### src/rtl/cpfr_pkg.sv
package cpfr_pkg;

   localparam int CAPACITY = 32;

   localparam int KIND_W   = 2;
   localparam int BYTE_W   = 8;
   localparam int EVENT_W  = 3;
   localparam int INDEX_W  = 5;
   localparam int DATA_W   = 7;
   localparam int FCOUNT_W = 6;
   localparam int TOTAL_W  = 7;
   localparam int TICK_W   = 16;

   localparam int CSR_ADDR_W = 3;
   localparam int CSR_DATA_W = 32;

   localparam logic [TICK_W-1:0]  TIMEOUT_RESET = 16'd1000;
   localparam logic [TOTAL_W-1:0] CAP_TOTAL     = TOTAL_W'(CAPACITY);

   localparam logic [KIND_W-1:0] KIND_BYTE   = 2'd0;
   localparam logic [KIND_W-1:0] KIND_TICK   = 2'd1;
   localparam logic [KIND_W-1:0] KIND_BUTTON = 2'd2;

   localparam logic [EVENT_W-1:0] EV_NONE    = 3'd0;
   localparam logic [EVENT_W-1:0] EV_STATUS  = 3'd1;
   localparam logic [EVENT_W-1:0] EV_STORED  = 3'd2;
   localparam logic [EVENT_W-1:0] EV_DONE    = 3'd3;
   localparam logic [EVENT_W-1:0] EV_BAD     = 3'd4;
   localparam logic [EVENT_W-1:0] EV_TIMEOUT = 3'd5;

   localparam logic [CSR_ADDR_W-1:0] CSR_TIMEOUT_ADDR = 3'd0;

   typedef struct packed {
      logic [EVENT_W-1:0]  event_res;
      logic [INDEX_W-1:0]  value_index;
      logic [DATA_W-1:0]   value_data;
      logic [FCOUNT_W-1:0] frame_count;
      logic                status_byte;
   } result_type;

endpackage

### src/rtl/cpfr_core.sv
module cpfr_core (
   input  logic                              clock,
   input  logic                              reset,
   input  logic                              accept,
   input  logic [cpfr_pkg::KIND_W-1:0]       kind,
   input  logic [cpfr_pkg::BYTE_W-1:0]       rx_byte,
   input  logic                              button_level,
   input  logic [cpfr_pkg::TICK_W-1:0]       timeout_ticks,
   output cpfr_pkg::result_type              result
);

   logic                              in_data_phase_ff, in_data_phase_in;
   logic [cpfr_pkg::TOTAL_W-1:0]      expected_total_ff, expected_total_in;
   logic [cpfr_pkg::TOTAL_W-1:0]      received_total_ff, received_total_in;
   logic [cpfr_pkg::TICK_W-1:0]       phase_elapsed_ff, phase_elapsed_in;
   logic                              monitor_on_ff, monitor_on_in;
   logic                              prev_button_ff, prev_button_in;

   logic [cpfr_pkg::TOTAL_W-1:0]      clamped;
   logic [cpfr_pkg::TOTAL_W-1:0]      rx_low;
   logic [cpfr_pkg::TOTAL_W-1:0]      received_next;
   logic [cpfr_pkg::TICK_W-1:0]       elapsed_next;
   logic                              slot_stored;

   assign rx_low        = rx_byte[cpfr_pkg::TOTAL_W-1:0];
   assign clamped       = (expected_total_ff > cpfr_pkg::CAP_TOTAL) ?
                          cpfr_pkg::CAP_TOTAL : expected_total_ff;
   assign received_next = received_total_ff + 1'b1;
   assign slot_stored   = received_total_ff < cpfr_pkg::CAP_TOTAL;
   assign elapsed_next  = (phase_elapsed_ff == '1) ? phase_elapsed_ff
                                                   : phase_elapsed_ff + 1'b1;

   always_comb begin
      in_data_phase_in  = in_data_phase_ff;
      expected_total_in = expected_total_ff;
      received_total_in = received_total_ff;
      phase_elapsed_in  = phase_elapsed_ff;
      monitor_on_in     = monitor_on_ff;
      prev_button_in    = prev_button_ff;
      result            = '0;

      case (kind)
         cpfr_pkg::KIND_BYTE: begin
            if (!in_data_phase_ff) begin
               if (rx_byte[cpfr_pkg::BYTE_W-1] && (rx_low != '0)) begin
                  expected_total_in = rx_low;
                  in_data_phase_in  = 1'b1;
                  received_total_in = '0;
                  phase_elapsed_in  = '0;
               end
            end else if (rx_byte[cpfr_pkg::BYTE_W-1]) begin
               result.event_res  = cpfr_pkg::EV_BAD;
               in_data_phase_in  = 1'b0;
               received_total_in = '0;
               phase_elapsed_in  = '0;
            end else begin
               received_total_in  = received_next;
               result.frame_count = clamped[cpfr_pkg::FCOUNT_W-1:0];
               if (slot_stored) begin
                  result.value_index = received_total_ff[cpfr_pkg::INDEX_W-1:0];
                  result.value_data  = rx_byte[cpfr_pkg::DATA_W-1:0];
               end
               if (received_next >= expected_total_ff) begin
                  result.event_res  = cpfr_pkg::EV_DONE;
                  in_data_phase_in  = 1'b0;
                  received_total_in = '0;
                  phase_elapsed_in  = '0;
               end else if (slot_stored) begin
                  result.event_res = cpfr_pkg::EV_STORED;
               end else begin
                  result.frame_count = '0;
               end
            end
         end
         cpfr_pkg::KIND_TICK: begin
            phase_elapsed_in = elapsed_next;
            if (elapsed_next > timeout_ticks) begin
               result.event_res  = cpfr_pkg::EV_TIMEOUT;
               in_data_phase_in  = 1'b0;
               received_total_in = '0;
               phase_elapsed_in  = '0;
            end
         end
         cpfr_pkg::KIND_BUTTON: begin
            if (button_level && !prev_button_ff) begin
               monitor_on_in = !monitor_on_ff;
            end
            prev_button_in   = button_level;
            result.event_res = cpfr_pkg::EV_STATUS;
         end
         default: begin
         end
      endcase

      result.status_byte = monitor_on_in;
   end

   always_ff @(posedge clock) begin
      if (reset) begin
         in_data_phase_ff  <= 1'b0;
         expected_total_ff <= '0;
         received_total_ff <= '0;
         phase_elapsed_ff  <= '0;
         monitor_on_ff     <= 1'b1;
         prev_button_ff    <= 1'b0;
      end else if (accept) begin
         in_data_phase_ff  <= in_data_phase_in;
         expected_total_ff <= expected_total_in;
         received_total_ff <= received_total_in;
         phase_elapsed_ff  <= phase_elapsed_in;
         monitor_on_ff     <= monitor_on_in;
         prev_button_ff    <= prev_button_in;
      end
   end

endmodule

### src/rtl/cpfr_rsp_queue.sv
module cpfr_rsp_queue (
   input  logic                 clock,
   input  logic                 reset,
   input  logic                 push,
   input  cpfr_pkg::result_type push_data,
   output logic                 full,
   output logic                 rsp_valid,
   input  logic                 rsp_stall,
   output cpfr_pkg::result_type head
);

   cpfr_pkg::result_type head_ff, head_in;
   cpfr_pkg::result_type tail_ff, tail_in;
   logic                 head_vld_ff, head_vld_in;
   logic                 tail_vld_ff, tail_vld_in;
   logic                 pop;

   assign pop       = head_vld_ff && !rsp_stall;
   assign full      = tail_vld_ff;
   assign rsp_valid = head_vld_ff;
   assign head      = head_ff;

   // push must be given only while the tail slot is empty; the queue itself does not enforce it
   always_comb begin
      head_in     = head_ff;
      tail_in     = tail_ff;
      head_vld_in = head_vld_ff;
      tail_vld_in = tail_vld_ff;
      if (pop) begin
         head_in     = tail_vld_ff ? tail_ff : push_data;
         head_vld_in = tail_vld_ff || push;
         tail_vld_in = 1'b0;
      end else if (push) begin
         if (head_vld_ff) begin
            tail_in     = push_data;
            tail_vld_in = 1'b1;
         end else begin
            head_in     = push_data;
            head_vld_in = 1'b1;
         end
      end
   end

   always_ff @(posedge clock) begin
      head_ff <= head_in;
      tail_ff <= tail_in;
      if (reset) begin
         head_vld_ff <= 1'b0;
         tail_vld_ff <= 1'b0;
      end else begin
         head_vld_ff <= head_vld_in;
         tail_vld_ff <= tail_vld_in;
      end
   end

endmodule

### src/rtl/count_prefixed_frame_receiver_unit.sv
// Each accepted transaction's result is registered into the result queue and shows on rsp_valid.
// Throughput: one transaction per cycle while req_stall is low; the phase state updates in a single pass.
// A two-entry result queue holds results while rsp_stall is high; req_stall rises
// only when both entries are full.
// Reset (synchronous, active high): hunting, counters cleared, monitor on,
// timeout_ticks back to 1000, result queue empty.
module count_prefixed_frame_receiver_unit (
   input  logic                                clock,
   input  logic                                reset,

   input  logic                                req_valid,
   output logic                                req_stall,
   input  logic [cpfr_pkg::KIND_W-1:0]         req_kind,
   input  logic [cpfr_pkg::BYTE_W-1:0]         req_rx_byte,
   input  logic                                req_button_level,

   output logic                                rsp_valid,
   input  logic                                rsp_stall,
   output logic [cpfr_pkg::EVENT_W-1:0]        rsp_event_res,
   output logic [cpfr_pkg::INDEX_W-1:0]        rsp_value_index,
   output logic [cpfr_pkg::DATA_W-1:0]         rsp_value_data,
   output logic [cpfr_pkg::FCOUNT_W-1:0]       rsp_frame_count,
   output logic                                rsp_status_byte,

   input  logic                                psel,
   input  logic                                penable,
   input  logic                                pwrite,
   input  logic [cpfr_pkg::CSR_ADDR_W-1:0]     paddr,
   input  logic [cpfr_pkg::CSR_DATA_W-1:0]     pwdata,
   output logic [cpfr_pkg::CSR_DATA_W-1:0]     prdata,
   output logic                                pready
);

   logic [cpfr_pkg::TICK_W-1:0] timeout_ff;
   logic                        accept;
   logic                        queue_full;
   logic                        csr_write;
   cpfr_pkg::result_type        result;
   cpfr_pkg::result_type        head;

   assign pready    = 1'b1;
   assign csr_write = psel && penable && pwrite && pready;
   assign prdata    = (paddr[cpfr_pkg::CSR_ADDR_W-1] == cpfr_pkg::CSR_TIMEOUT_ADDR[2]) ?
                      cpfr_pkg::CSR_DATA_W'(timeout_ff) : '0;

   // low address bits ignored: a register occupies a whole word
   always_ff @(posedge clock) begin
      if (reset) begin
         timeout_ff <= cpfr_pkg::TIMEOUT_RESET;
      end else if (csr_write &&
                   (paddr[cpfr_pkg::CSR_ADDR_W-1] == cpfr_pkg::CSR_TIMEOUT_ADDR[2])) begin
         timeout_ff <= pwdata[cpfr_pkg::TICK_W-1:0];
      end
   end

   assign req_stall = queue_full;
   assign accept    = req_valid && !queue_full;

   cpfr_core u_core (
      .clock         (clock),
      .reset         (reset),
      .accept        (accept),
      .kind          (req_kind),
      .rx_byte       (req_rx_byte),
      .button_level  (req_button_level),
      .timeout_ticks (timeout_ff),
      .result        (result)
   );

   cpfr_rsp_queue u_rsp_queue (
      .clock     (clock),
      .reset     (reset),
      .push      (accept),
      .push_data (result),
      .full      (queue_full),
      .rsp_valid (rsp_valid),
      .rsp_stall (rsp_stall),
      .head      (head)
   );

   assign rsp_event_res   = head.event_res;
   assign rsp_value_index = head.value_index;
   assign rsp_value_data  = head.value_data;
   assign rsp_frame_count = head.frame_count;
   assign rsp_status_byte = head.status_byte;

`ifndef SYNTHESIS
   a_stall_needs_result: assert property (@(posedge clock) disable iff (reset)
      req_stall |-> rsp_valid)
      else $error("input stalled with no pending result");

   a_stored_in_frame: assert property (@(posedge clock) disable iff (reset)
      (rsp_valid && (rsp_event_res == cpfr_pkg::EV_STORED)) |->
      ({1'b0, rsp_value_index} < rsp_frame_count))
      else $error("stored slot beyond frame count");

   a_accept_gives_result: assert property (@(posedge clock) disable iff (reset)
      accept |=> rsp_valid)
      else $error("accepted transaction produced no result");

   a_idle_fields_zero: assert property (@(posedge clock) disable iff (reset)
      (rsp_valid && (rsp_event_res != cpfr_pkg::EV_STORED) &&
       (rsp_event_res != cpfr_pkg::EV_DONE)) |->
      ((rsp_frame_count == '0) && (rsp_value_index == '0) && (rsp_value_data == '0)))
      else $error("frame fields set outside value events");
`endif

endmodule

### config.mk
export PLATFORM = sky130hd
export DESIGN_NAME = count_prefixed_frame_receiver_unit
export DESIGN_NICKNAME = d
export VERILOG_FILES = /design/src/rtl/cpfr_pkg.sv /design/src/rtl/cpfr_core.sv /design/src/rtl/cpfr_rsp_queue.sv /design/src/rtl/count_prefixed_frame_receiver_unit.sv
export SDC_FILE = /design/constraint.sdc
export NUM_CORES = 1
export LEC_CHECK = 0
export BUFFER_PORTS_ARGS = -buffer_cell sky130_fd_sc_hd__buf_2
export CORE_AREA = 2 2 115 161
export DETAILED_ROUTE_END_ITERATION = 8
export DIE_AREA = 0 0 117 163
export SYNTH_ARGS = -nofsm -noshare
export SYNTH_HDL_FRONTEND = slang
export SYNTH_SLANG_ARGS = --single-unit
### constraint.sdc
create_clock -name clock -period 3.68 [get_ports clock]
set_input_delay 0.552 -clock clock [delete_from_list [all_inputs] [get_ports clock]]
set_output_delay 0.552 -clock clock [all_outputs]
set_load 0.02 [all_outputs]
==> impl_results.md, run 1 <==
- Status: complete, no violations
- Setup bufs post-CTS: 0
- Vias in the first global route: 3852
- Post-synthesis cell area: 5180 um2
- Reg-to-reg endpoint: u_core.phase_elapsed_ff[7]
- FFs w/ async S/R, synth: 0
- Pleak: 2.57 nW
- Slew HR: 0.301
- Largest net degree at the start of global routing: 50
- Mapped Cells: 542
- Pwr per Cell Area: about 370 nW/um2
- Critical Path End Type: flop
- Hold Violations, Final: 0
- GRT overflow: 0
- Worst-margin pin slew: 1050 ps
- Share of cells above drive strength 1: 0.260
- CP startpoint kind: flop
- Avg WL per Cell: about 13 um
- Synth Register Bits: 95
- Tcrit/Tclk final: 0.937
- Worst hold endpoint: timeout_ff[8]
- Final worst slack: 230 ps
- Initial antenna violation count: 0
- Worst path arrival time: approximately 3700 ps
- Slew Viols, Final: 0
- First-pass GRT wire length: 19.0 mm
- DR iter-0 viols: 190
- Die area: 19100 um2
- CTS Buffer Depth: 2
- Initial DRT Pass Iterations: 4
- Crit Path Class: reg2reg
- Area leader, netlist: edfxtp_1
- FF/Latch Area: 2350 um2
- Die Wd: 117 um
- R2R cell count: 14
- Vias per Instance: 4.60
- Area of the multi-input gates: 2550 um2
- Worst Min Path Start: pwdata[8]
- Clock Skew: roughly 14 ps
- DR DRC count: 0
- Dpl hpwl: 8.52 mm
- EDFF count, synth: 44
- Antenna-violating nets left: 0
- Worst EP required: between 3000 and 4000 ps
- Cell Rows: 58
- Ant. Diodes: 0
- Max cap viols: 0
- Crit-path max FO: 6
- Root buffer cell: clkbuf_16
- Ys Warns: 0
- Area Growth Syn to Fin: 18.1%
- Placed inst area: 5800 um2
- Final setup vio count: 0
- Fillers: approximately 1900
- # IOs: 110
- GRT Total Usage: 0.128
- Top-count cell post-synth: nand2_1
- Initial Util: 0.291
- # nets final: 703
- Maximum vdd ir drop: between 0.15 and 0.2 mV
- RR Startpoint: u_core.phase_elapsed_ff[11]
- Tmin final: ~3400 ps
- Reg2reg setup slack: 230 ps
- Clock sink total: 95
- Synth top area share: 0.255
- Unique masters post-synth: 63
- Port-buffer cells: 74
- Predominant post-synthesis flop cell: dfxtp_1
- Avg Inst Size Synth: 9.56 um2
- Ranking of synthesized cells by area: edfxtp_1 (26%), dfxtp_1 (20%), ha_1 (6.0%), nand2_1 (5.3%), mux2_2 (4.1%)
- Final WL: 11.4 mm
- Power Total: 0.00225 W
- Vias: 3998
- Setup TNS Final: 0 ps
- Clock Pin Slew Worst Setup and Hold Paths: 70 ps
- Design Area, Final: 6120 um2
- Die H: around 160 um
- Worst Hold Depth: 2
- Minimum hold slack: 400 ps
- Worst-Skew Late Latency: between 300 and 400 ps
- Fmax: 0.290 GHz
- Core area: approximately 18000 um2
- Top cells by count, synth: nand2_1 (73), dfxtp_1 (51), nor2_1 (51)
- Pre-CTS WS: 187 ps
- CTS H-tree depth: 3
- RSZ-0062 raised after global routing: false
- TritonCTS Buffers: 9
- Register area share after synthesis: 0.452
- Gp weighted congestion: 0.812
- Hold WC Path Type: in2reg
- CTS tree: done
[per-layer routing]
| layer | wire length [um] | global-route usage | vias to the layer above |
|---|---|---|---|
| met5 | 0 | 0 | - |
| met4 | 250 | 0.0583 | 0 |
| met3 | 349 | 0.0201 | 17 |
| met2 | 5930 | 0.225 | 82 |
| met1 | 4900 | 0.149 | 1865 |
| li1 | - | - | 2034 |
[worst max path at each step]
stage	from	endpoint	slack, ps	depth (start not counted)
CTS	u_core.phase_elapsed_ff[5]	u_core.phase_elapsed_ff[2]	160	13
finish	u_core.phase_elapsed_ff[11]	u_core.phase_elapsed_ff[7]	230	14
global route	u_core.phase_elapsed_ff[1]	u_core.phase_elapsed_ff[2]	30	15
global placement	u_core.phase_elapsed_ff[0]	u_core.phase_elapsed_ff[2]	220	15
floorplan	u_core.phase_elapsed_ff[0]	u_core.phase_elapsed_ff[7]	250	15
detailed placement	u_core.phase_elapsed_ff[5]	u_core.phase_elapsed_ff[2]	190	13
[where the power goes]
part | total (W) | switching (W) | internal [W]
combinational | 0.000213 | 0.000145 | 0.0000679
clock | 0.000883 | 0.000419 | 0.000465
sequential | 0.00115 | 0.0000119 | 0.00114
total | 0.00225 | 0.000576 | 0.00167
[critical path, stage by stage, from the launching register on]
cell and delay (ps):
dfxtp_1 440, nand4_1 120, or4_4 560, and3_4 190
nand2_2 80, xnor2_1 120, ha_1 270, a21oi_2 160
nor3_1 60, nor4_1 300, nand3_1 130, buf_6 150
a21o_4 220, or4_1 410, a21oi_2 140
[cell type report]
| type | instances | area share |
|---|---|---|
| flip-flops and latches | 95 | 0.384 |
| repair buffers | 97 | 0.0894 |
| well taps | 240 | 0.0491 |
| clock inverters | 6 | 0.00757 |
| inverters | 25 | 0.0153 |
| multi-input cells | 397 | 0.417 |
| clock buffers | 10 | 0.0374 |
[layout by cell type, fill, tap and decap left out, drive strengths merged, types with 5 or more instances in the layout]
| master | instances |
|---|---|
| dfxtp | 51 |
| nand4 | 10 |
| ha | 25 |
| xnor2 | 7 |
| a21oi | 43 |
| nand3 | 21 |
| nor2 | 51 |
| a31oi | 6 |
| and2 | 15 |
| conb | 17 |
| or4 | 5 |
| a21o | 8 |
| nand2 | 75 |
| mux2 | 19 |
| nor3 | 12 |
| inv | 27 |
| a211o | 6 |
| and3 | 5 |
| mux2i | 11 |
| clkbuf | 10 |
| nand2b | 13 |
| buf | 97 |
| edfxtp | 44 |
| o21ai | 10 |
| xor2 | 6 |
[registers in the layout, summed over array words and instances, names as in the netlist, 7 cells and up]
signal                    cells
timeout_ff                   16
u_core.expected_total_ff      7
u_core.phase_elapsed_ff      16
u_core.received_total_ff      7
u_rsp_queue.head             22
u_rsp_queue.tail_ff          22
[timing repair]
| action | 4_1_cts | 5_1_grt |
|---|---|---|
| gates resized for setup | 0 | 10 |
| hold buffers | 0 | 0 |
| hold endpoints to repair | 0 | 0 |
| endpoints found under the setup margin | 0 | 7 |
[cells by family (layout without fill, tap and decap cells)]
logic type,Yosys count,after routing,share of synthesized area
DFF,95,95,0.452
and+or+nand+nor,223,223,0.217
other,2,17,0.00145
AOI/OAI and AO/OA,89,89,0.113
muxes,30,30,0.0626
adders and majority gates,25,25,0.0604
buffers and inverters,65,138,0.0720
xor gates and xnor gates,13,13,0.0220
[per-stage QoR]
step | utilization | std cells
3_5_place_dp | 0.326 | 854
3_3_place_gp | 0.326 | 854
6_report | 0.344 | 870
5_1_grt | 0.344 | 870
2_1_floorplan | - | 557
4_1_cts | 0.342 | 870
Power figures use the tool's default switching activity.
==> run 2: changes to the inputs <==
--- a/config.mk
+++ b/config.mk
@@ -7,7 +7,7 @@
 export LEC_CHECK = 0
 export BUFFER_PORTS_ARGS = -buffer_cell sky130_fd_sc_hd__buf_2
-export CORE_AREA = 2 2 115 161
+export CORE_AREA = 3 3 116 162
 export DETAILED_ROUTE_END_ITERATION = 8
-export DIE_AREA = 0 0 117 163
+export DIE_AREA = 0 0 119 165
 export SYNTH_ARGS = -nofsm -noshare
 export SYNTH_HDL_FRONTEND = slang
==> constraint.sdc (replaced) <==
create_clock -name clock -period 3.68 [get_ports clock]
set_input_delay 0.552 -clock clock [delete_from_list [all_inputs] [get_ports clock]]
set_output_delay 0.552 -clock clock [all_outputs]
set_load 0.01 [all_outputs]
==> run 2 against run 1 <==
Final cell count decreased by 0.11%. Power is 6.7% higher. Clock skew down 3.0 ps. Critical path depth up 1. Wire length grew 2.0%. Critical endpoint is now u_rsp_queue.head[21]. Worst hold slack hardly changed. Global-route usage fell by 0.54 points. Non-clock buffer count is 3 higher. Count of clock-buffer cells in the layout unchanged. Sequential share of layout area shrank 0.72 points. Core utilization grew 1.3 points.
==> impl_results.md, run 2 (synthesis gave the netlist of run 1 again) <==
- Status: complete, no violations
- TritonCTS Buffers: 9 (unchanged)
- Placed instance count: 852 (-0.23%)
- Avg WL per Cell: 13.4 um (+2.1%)
- Die Wd: 119 um (+1.7%)
- Area Growth Syn to Fin: 20.3%
- Worst-Skew Late Latency: 350 ps (about the same)
- Crit Path Class: reg2reg
- GRT Total Usage: 0.122 (-0.00538)
- Slew HR: 0.311 (+0.00986)
- Vias per Instance: 4.61 (+0.27%)
- Vias: 4004 (+0.15%)
- Critical Path End Type: flop
- Port-buffer cells: 74 (unchanged)
- Core area: 17500 um2 (-1.7%)
- DR DRC count: 0 (unchanged)
- Share of cells above drive strength 1: 0.270 (+0.00982)
- Clock Skew: 11.5 ps (-3.00 ps)
- Antenna-violating nets left: 0 (unchanged)
- DR iter-0 viols: 233 (+23%)
- Root buffer cell: clkbuf_16
- # nets final: 706 (+0.43%)
- Ant. Diodes: 0 (unchanged)
- # IOs: 110 (unchanged)
- Max cap viols: 0 (unchanged)
- Non-Filler Instances: 869 (-0.11%)
- Most frequent cells in the layout: buf_2 (74), nand2_1 (73), nor2_1 (50)
- Crit-path max FO: 4 (-2)
- Tcrit/Tclk final: 0.951 (+0.0138)
- Power share of the sequential group: 0.480 (-0.032)
- Final setup vio count: 0 (unchanged)
- Final WL: 11.7 mm (+2.0%)
- Maximum vdd ir drop: 0.156 mV (-4.6%)
- Pwr per Cell Area: 385 nW/um2 (+4.7%)
- GRT overflow: 0 (unchanged)
- Worst EP required: 3790 ps (-160 ps)
- Die area: 19600 um2 (+3.0%)
- Initial DRT Pass Iterations: 4 (unchanged)
- Gp weighted congestion: 0.785 (-3.3%)
- Clock Pin Slew Worst Setup and Hold Paths: 70 ps (about the same)
- Most common cell after layout, fill and taps aside: buf_2
- Largest net degree at the start of global routing: 50 (unchanged)
- Pleak: 2.63 nW (+2.3%)
- Tmin final: 3500 ps (+50.6 ps)
- Clock sink total: 95 (unchanged)
- Vias in the first global route: 3859 (+0.18%)
- Hold Violations, Final: 0 (unchanged)
- Fmax: 0.286 GHz (-1.4%)
- Die H: 165 um (+1.2%)
- Sw Pwr: 0.000564 W (-2.1%)
- Initial antenna violation count: 0 (unchanged)
- CP startpoint kind: flop
- Hold WC Path Type: in2reg
- Internal Pwr Total: 0.00184 W (+9.8%)
- Setup TNS Final: 0 ps (unchanged)
- Cell Rows: 57 (-1.7%)
- CTS tree: done
- Fillers: 1830 (-1.3%)
- Worst path arrival time: 3610 ps (-110 ps)
- Worst-margin pin slew: 1030 ps (-14.8 ps)
- Initial Util: 0.296 (+0.00511)
- Slew Viols, Final: 0 (unchanged)
- Gate power share: 0.079 (-0.016)
- CTS Buffer Depth: 2 (unchanged)
- CTS H-tree depth: 3 (unchanged)
- Sw frac: 0.235 (-0.0211)
- RSZ-0062 raised after global routing: false
- First-pass GRT wire length: 19.2 mm (+1.1%)
- Clock power frac: 0.441 (+0.048)
- Dpl hpwl: 8.58 mm (+0.76%)
==> run 2: cell types whose count changed in the layout (fill, tap and decap cells not counted), sizes merged <==
cell,change
inv,+2
buf,+3
bufinv,+2
clkinv,-4
==> run 2: path summary, 6_finish.rpt <==
check        cells after the start                  startpoint                   end  slack [ps]
min reg2reg                      2               timeout_ff[2]         timeout_ff[2]         450
max                             15  u_core.phase_elapsed_ff[1]  u_rsp_queue.head[21]         180
max reg2reg                     15  u_core.phase_elapsed_ff[1]  u_rsp_queue.head[21]         180
min                              2                   pwdata[5]         timeout_ff[5]         400
==> run 2: power groups by stage <==
stage | Sequential (W) | Combinational (W) | Clock (W)
after floorplan | 0.00119 | 0.000113 | 0
after global placement | 0.00118 | 0.000187 | 0
after detailed placement | 0.00118 | 0.000188 | 0
after CTS | 0.00115 | 0.000189 | 0.00109
after global routing | 0.00116 | 0.000212 | 0.00112
final | 0.00115 | 0.000189 | 0.00106
==> run 2: layer usage <==
| metal | GRT usage | part of all wire | up-vias |
|---|---|---|---|
| met5 | 0 | 0 | - |
| met3 | 0.0284 | 0.036 | 14 |
| li1 | - | - | 2037 |
| met1 | 0.136 | 0.42 | 1869 |
| met4 | 0.0406 | 0.013 | 0 |
| met2 | 0.228 | 0.53 | 84 |
==> run 2: area by class of cell <==
| class | count | area (um2) | share of cell area |
|---|---|---|---|
| timing repair buffer | 100 | 573 | 0.0919 |
| multi-input combinational | 397 | 2590 | 0.415 |
| tap | 236 | 295 | 0.0474 |
| inverter | 25 | 93.8 | 0.0151 |
| clock buffer | 10 | 239 | 0.0383 |
| clock inverter | 6 | 97.6 | 0.0157 |
| sequential | 95 | 2350 | 0.377 |
==> run 2: timing repair <==
item                                    in CTS  in global routing
buffers inserted                             0                  1
resized for setup                            0                 16
hold buffers                                 0                  0
endpoints found under the setup margin       0                 25
==> run 2: through the flow <==
step                power (W)   util  setup slack, ps  hold slack [ps]  cell area [um2]
finish                0.00240  0.357              180              399             6230
global route          0.00249  0.357             2.55              394             6230
CTS                   0.00243  0.352              118              385             6150
detailed placement    0.00136  0.333              175              447             5810
global placement      0.00136  0.333              168              441             5810
floorplan             0.00130      -              246              436             5240
==> run 2: worst max-delay path, cell delays in order (launching register included) <==
cell and delay (ps):
dfxtp_2 350, ha_4 140, nand3_2 80, or4_4 550, and3_4 220, nand2_2 90, xnor2_2 120, ha_1 260
a21oi_1 150, nor3_1 60, nor4_1 380, nand3_2 190, buf_4 180, a31oi_1 150, nor2_1 70, mux2_2 260
